## config.mk

```make
export PLATFORM = sky130hd
export DESIGN_NAME = pthc_back
export DESIGN_NICKNAME = d
export VERILOG_FILES = /design/src/design/pthc_pkg.sv /design/src/design/pthc_back.sv
export SDC_FILE = /design/constraint.sdc
export NUM_CORES = 2
export LEC_CHECK = 0
export BUFFER_PORTS_ARGS = -buffer_cell sky130_fd_sc_hd__buf_4
export CAP_MARGIN = 20
export CORE_MARGIN = 2
export CORE_UTILIZATION = 66
export DETAILED_ROUTE_END_ITERATION = 12
export PLACE_DENSITY_LB_ADDON = 0.3
export SYNTH_ARGS = -nofsm -noshare
export SYNTH_HDL_FRONTEND = slang
export SYNTH_SLANG_ARGS = --single-unit
```

## constraint.sdc

```tcl
create_clock -name clock -period 22.9 [get_ports clock]
set_clock_uncertainty 0.05 [all_clocks]
set_input_delay 0 -clock clock [delete_from_list [all_inputs] [get_ports clock]]
set_output_delay 0 -clock clock [all_outputs]
set_load 0.01 [all_outputs]
```

## src/design/pthc_pkg.sv

```systemverilog
// pthc_pkg: types, register indexes and arithmetic helpers for the
// pressure/temperature/humidity compensation pipeline. No dependencies.
`default_nettype none
package pthc_pkg;

   localparam logic [2:0] REG_TEMP_CALIB   = 3'd0;
   localparam logic [2:0] REG_PRESS_FIRST  = 3'd1;
   localparam logic [2:0] REG_PRESS_SECOND = 3'd2;
   localparam logic [2:0] REG_PRESS_NINTH  = 3'd3;
   localparam logic [2:0] REG_HUM_CALIB    = 3'd4;

   localparam int unsigned DivSteps = 32;

   localparam logic [31:0] HumMax = 32'd419430400;

   typedef struct packed {
      logic [47:0] temp_calib;
      logic [63:0] press_calib_first;
      logic [63:0] press_calib_second;
      logic [15:0] press_calib_ninth;
      logic [63:0] hum_calib;
   } calib_type;

   typedef struct packed {
      logic [19:0] raw_temperature;
      logic [19:0] raw_pressure;
      logic [15:0] raw_humidity;
   } sample_type;

   typedef struct packed {
      logic [31:0] temp;
      logic [16:0] hum;
      logic        err;
      logic        post;
   } carry_type;

   typedef struct packed {
      logic [31:0] num;
      logic [31:0] den;
      carry_type   car;
   } div_in_type;

   typedef struct packed {
      logic [31:0] quo;
      carry_type   car;
   } div_out_type;

   typedef struct packed {
      logic [31:0] temperature_centi;
      logic [31:0] pressure_pa;
      logic [16:0] humidity_q10;
      logic        divide_error;
   } result_type;

   function automatic logic [31:0] asr(input logic [31:0] x, input int s);
      logic signed [31:0] t;
      t = $signed(x) >>> s;
      return t;
   endfunction

   function automatic logic [31:0] mul(input logic [31:0] a, input logic [31:0] b);
      logic [31:0] r;
      r = a * b;
      return r;
   endfunction

   function automatic logic [31:0] sext16(input logic [15:0] v);
      return {{16{v[15]}}, v};
   endfunction

   function automatic logic [31:0] sext12(input logic [11:0] v);
      return {{20{v[11]}}, v};
   endfunction

   function automatic logic [31:0] sext8(input logic [7:0] v);
      return {{24{v[7]}}, v};
   endfunction

endpackage
`default_nettype wire

```

## src/design/pthc_back.sv

```systemverilog
// pthc_back: three-stage pressure correction and result register.
// Depends on pthc_pkg.
`default_nettype none
module pthc_back (
   input  wire logic                  clock,
   input  wire logic                  reset,
   input  wire logic                  adv,
   input  wire logic                  in_valid,
   input  wire pthc_pkg::div_out_type in_data,
   input  wire pthc_pkg::calib_type   calib,
   output logic                       out_valid,
   output pthc_pkg::result_type       out_data
);
   logic [31:0] p7, p8, p9, p;
   logic [3:1]  vld_ff;

   always_comb begin
      p7 = pthc_pkg::sext16(calib.press_calib_second[47:32]);
      p8 = pthc_pkg::sext16(calib.press_calib_second[63:48]);
      p9 = pthc_pkg::sext16(calib.press_calib_ninth);
      p  = in_data.car.post ? (in_data.quo << 1) : in_data.quo;
   end

   always_ff @(posedge clock) begin
      if (reset) begin
         vld_ff <= '0;
      end else if (adv) begin
         vld_ff <= {vld_ff[2:1], in_valid};
      end
   end

   logic [31:0]         s1_p_ff, s1_sq_ff, s1_m8_ff;
   pthc_pkg::carry_type s1_car_ff, s2_car_ff;
   logic [31:0]         s2_p_ff, s2_a_ff, s2_m8_ff;
   logic [31:0]         corr, pf;
   pthc_pkg::result_type res_in, res_ff;

   always_ff @(posedge clock) begin
      if (adv) begin
         s1_p_ff   <= p;
         s1_sq_ff  <= pthc_pkg::mul(p >> 3, p >> 3);
         s1_m8_ff  <= pthc_pkg::mul(p >> 2, p8);
         s1_car_ff <= in_data.car;
         s2_p_ff   <= s1_p_ff;
         s2_a_ff   <= pthc_pkg::mul(p9, s1_sq_ff >> 13);
         s2_m8_ff  <= s1_m8_ff;
         s2_car_ff <= s1_car_ff;
         res_ff    <= res_in;
      end
   end

   always_comb begin
      corr = pthc_pkg::asr(s2_a_ff, 12) + pthc_pkg::asr(s2_m8_ff, 13) + p7;
      pf   = s2_p_ff + pthc_pkg::asr(corr, 4);
      res_in.temperature_centi = s2_car_ff.temp;
      res_in.divide_error      = s2_car_ff.err;
      res_in.pressure_pa       = s2_car_ff.err ? '0 : pf;
      res_in.humidity_q10      = s2_car_ff.err ? '0 : s2_car_ff.hum;
   end

   assign out_valid = vld_ff[3];
   assign out_data  = res_ff;
endmodule
`default_nettype wire

```

Yosys cells after proc, flatten, opt, wreduce, memory -nomap -nowiden
Index checks and enable logic that the tools add are counted.
Storage, ports and cells
  register bits after elaboration: 377
  logic and storage cells: 25
  output and inout port bits: 83
Cells by class
  muxes and demuxes: 1
  add/subtract/negate cells: 3
  multipliers: 3
Operators by type and width (number)
  $add A32 B32 Y32: 1
  $mul A16 B20 Y32: 1
  $mul A29 B29 Y32: 1
  $mul A31 B16 Y32: 1
  $mux W32: 1
  $add A21 B16 Y22: 1
  $add A20 B19 Y21: 1

Depth between registers and ports, before layout
  word-level depth: 3
  mapped depth: 35
  gate-level depth less buffers: 30

Worst setup path before layout
Ideal clock, no wire load.
  path type: input to register
  from: input port in_data[0] (netlist bit)
  to: register s1_sq_ff[31] (data pin)
  required time: 22590 ps
  path buffers: 4
  arrival time: 7913 ps
  library setup time: 260 ps
  stages on the path: 29
  path slack: 14677 ps
  path through: buf_6 buf_4 buf_2 buf_2 mux2i_1 clkinv_1 nand2_1 inv_1 fa_1 fa_1 fa_1 inv_1 fa_1 inv_1 fa_1 inv_1 fa_1 inv_1 fa_1 fa_1 ha_1 nand4_1 or3_1 o21ai_0 a21oi_1 o21ai_0 a31o_2 a21oi_1 xnor2_1
On the way
  word-level cells in the longest chain between the ends: 2
RTL lines
  start, declared: line pthc_back.sv:9  | input wire pthc_pkg::div_out_type in_data,
  $mux W32: line pthc_back.sv:21  | p = in_data.car.post ? (in_data.quo << 1) : in_data.quo;
  $mul A29 B29 Y32: line pthc_pkg.sv:63  | r = a * b;
  end signal, assigned: line pthc_back.sv:41  | s1_sq_ff <= pthc_pkg::mul(p >> 3, p >> 3);
  end, declared: line pthc_back.sv:32  | logic [31:0] s1_p_ff, s1_sq_ff, s1_m8_ff;
No other way between the ends.
A chain may end at the register's enable or synchronous reset.

Worst setup path in the final report
Same ends and word-level chain as after synthesis.

==> impl_metrics.tcl <==
set metrics [dict create \
    outcome "completed" \
    ys_warn_count 0 \
    placementRows 96 \
    fin_setup_tns_ns 0 \
    worstPathMaxFanout 33 \
    cts_resized 0 \
    die_area_um2 71710 \
    cts_buffer_depth 3 \
    cts_hold_buf 58 \
    synth_mux_area_frac 0.008228 \
    hp-class "input pin to flip-flop" \
    timing.fmax_mhz 118.5 \
    cts.sinks 326 \
    regArea_um2 9759 \
    layout-drive-gt1-share 0.07213 \
    synth_nets 6095 \
    holdWs_ns 0.004856 \
    synth_compound_area_frac 0.03318 \
    synth-seq-area-share 0.2125 \
    drtAntennaViolNets 0 \
    track_usage 0.3224 \
    ys_types 64 \
    cts_buffers 35 \
    clk_latency_ns 0.56 \
    dpl.hpwl_um 83760 \
    hold_viol_final 0 \
    via_per_inst 5.522 \
    critPathLaunchType "input pin" \
    area_delta_synth_final_pct 9.298 \
    rsz0062_at_grt "false" \
    route.met3.wl_um 9660 \
    met2WireLength_um 52860 \
    fillers 4878 \
    rrSetupSlack_ns 15.86 \
    fin_cells 5634 \
    yosys.area_share.adder 0.4993 \
    synth_edf_count 323 \
    cpMostUsedCell "fa_1" \
    antenna_found_initial 4 \
    crit_path_end "s1_sq_ff[31]" \
    synth_top_family_by_area "adder cells" \
    drt_iter0_drc 2251 \
    postCtsSetupRepairBufs 0 \
    io_buffers 217 \
    gp_congestion 0.9907 \
    relSlewSlack 0.3091 \
    final_cell_mix "inv_1 (1136), fa_1 (921), nand2_1 (580)" \
    grt_pass1_vias 34300 \
    nets 6299 \
    final_max_slew_viol_count 0 \
    grt_pass1_wl_um 176400 \
    syn-cell-area_um2 45930 \
    layout_commonest_cell "inv_1" \
    htreeDepth 2 \
    multiInputGateArea_um2 31290 \
    slowest_delay_ns 0.59 \
    grt_max_degree 140 \
    startpoint "in_data[0]" \
    first_pass_iters 8 \
    cp.required_ns 23.11 \
    worst_pin_slew_ns 1.036 \
    timing.rr.end "s2_a_ff[27]" \
    cts-root-buf "clkbuf_16" \
    drc_errors 0 \
    dr_total_vias 31110 \
    wl_per_cell_um 19.26 \
    drt_wl_total_um 108500 \
    initial_utilization 0.6685 \
    r2r_cells 21 \
    cp_slowest_cell "inv_1" \
    maxCapViolCount 0 \
    post-route-min-period_ns 8.438 \
    place_inst 5512 \
    post-route-period-util 0.3685 \
    r2r-start "s1_sq_ff[26]" \
    synth.avg_cell_area_um2 10.27 \
    ys.flop_type "edfxtp_1" \
    synth-xor-area-share 0.02746 \
    cp-end-kind "flip-flop" \
    syn_inst 4472 \
    wl_met1_um 40610 \
    critical_path.n_buffers_inverters 7 \
    die-height_um 267.8 \
    async_flop_share 0 \
    arrival_ns 8.65 \
    grt_overflow_total 0 \
    synth-simple-area-share 0.1129 \
    die_w_um 267.8 \
    path_clk_slew_ns 0.06 \
    cp.depth 27 \
    critPathKind "input pin to flip-flop" \
    synth-seq-cells 326 \
    cts_tree "done" \
    pin_count 426 \
    top_layer_used "met5" \
    coreArea_um2 68710 \
    cpLargestDelayFamily "adder cells" \
    setup_viol 0 \
]
==> worst reg2reg max path, delay by kind of cell (launching register included) <==
family          cells  cell delay, ns
compound gates      7            1.67
xor+xnor            1            0.42
fa+ha+maj           7            3.41
buf+inv             5            0.27
flops               1            0.79
simple gates        1            0.19
==> worst min-delay path by stage <==
stage / startpoint / end / slack [ns] / cells past startpoint
detailed placement: in_data[36] / s1_car_ff[36] / 0.13 / 1
global route: adv / s1_p_ff[21] / 0.07 / 1
floorplan: reset / vld_ff[1] / 0.02 / 1
global placement: in_data[13] / s1_car_ff[13] / 0.13 / 1
CTS: in_data[81] / s1_p_ff[31] / 0.01 / 3
finish: adv / s2_p_ff[21] / 0.005 / 1
==> synthesized netlist by cell type, drive strengths merged, types with 14 or more instances <==
cell type	number	share of area
o21ai	38	0.0044
clkbuf	143	0.012
o21a	26	0.0043
nand2b	19	0.0026
inv	1136	0.093
a21o	32	0.0052
nor2b	29	0.0040
a21oi	66	0.0073
xor2	39	0.0074
and2	240	0.033
nand3	19	0.0021
nand2	580	0.047
xnor2	105	0.020
edfxtp	323	0.21
fa	921	0.40
nor3	22	0.0024
ha	359	0.098
mux2i	34	0.0075
a211oi	14	0.0024
nor2	226	0.018
==> final cells by class <==
cell class / instances / area share
flip-flops and latches: 326 / 0.1944
diodes: 3 / 0.0001496
clock buffers: 40 / 0.01782
multi-input cells: 2847 / 0.6233
inverters: 1143 / 0.08547
clock inverters: 21 / 0.004287
repair buffers: 323 / 0.05135
well taps: 931 / 0.02321
==> cell families (layout without fill, tap and decap cells) <==
| kind of cell | Yosys count | in the layout |
|---|---|---|
| compound gates | 228 | 228 |
| xor+xnor | 144 | 144 |
| fa+ha+maj | 1280 | 1280 |
| buf+inv | 1299 | 1527 |
| flops | 326 | 326 |
| mux | 37 | 37 |
| other cells | 0 | 3 |
| simple gates | 1158 | 1158 |
==> metal layers <==
layer	up-vias	GRT usage
met2	1366	0.5422
met5	-	0
li1	13700	-
met3	318	0.06231
met4	6	0.1395
met1	15720	0.4120
==> registers in the layout, indices dropped and copies added (netlist names) <==
signal	cells
s2_a_ff	20
s2_m8_ff	19
res_in	33
s1_sq_ff	19
s2_p_ff	32
s1_m8_ff	19
vld_ff	3
s1_p_ff	32
out_data	82
s2_car_ff	17
s1_car_ff	50
==> per-stage QoR <==
stage / worst slack, ns / area [um2] / utilization
detailed placement: 13.94 / 48500 / 0.7059
global route: 14.04 / 50190 / 0.7305
global placement: 14.08 / 48500 / 0.7059
CTS: 14.54 / 50190 / 0.7305
floorplan: 14.68 / 45930 / -
finish: 14.46 / 50200 / 0.7306
Power is left out: the tool's default activity adds up to more than one toggle a clock period on the data nets, which glitch-free logic cannot reach.
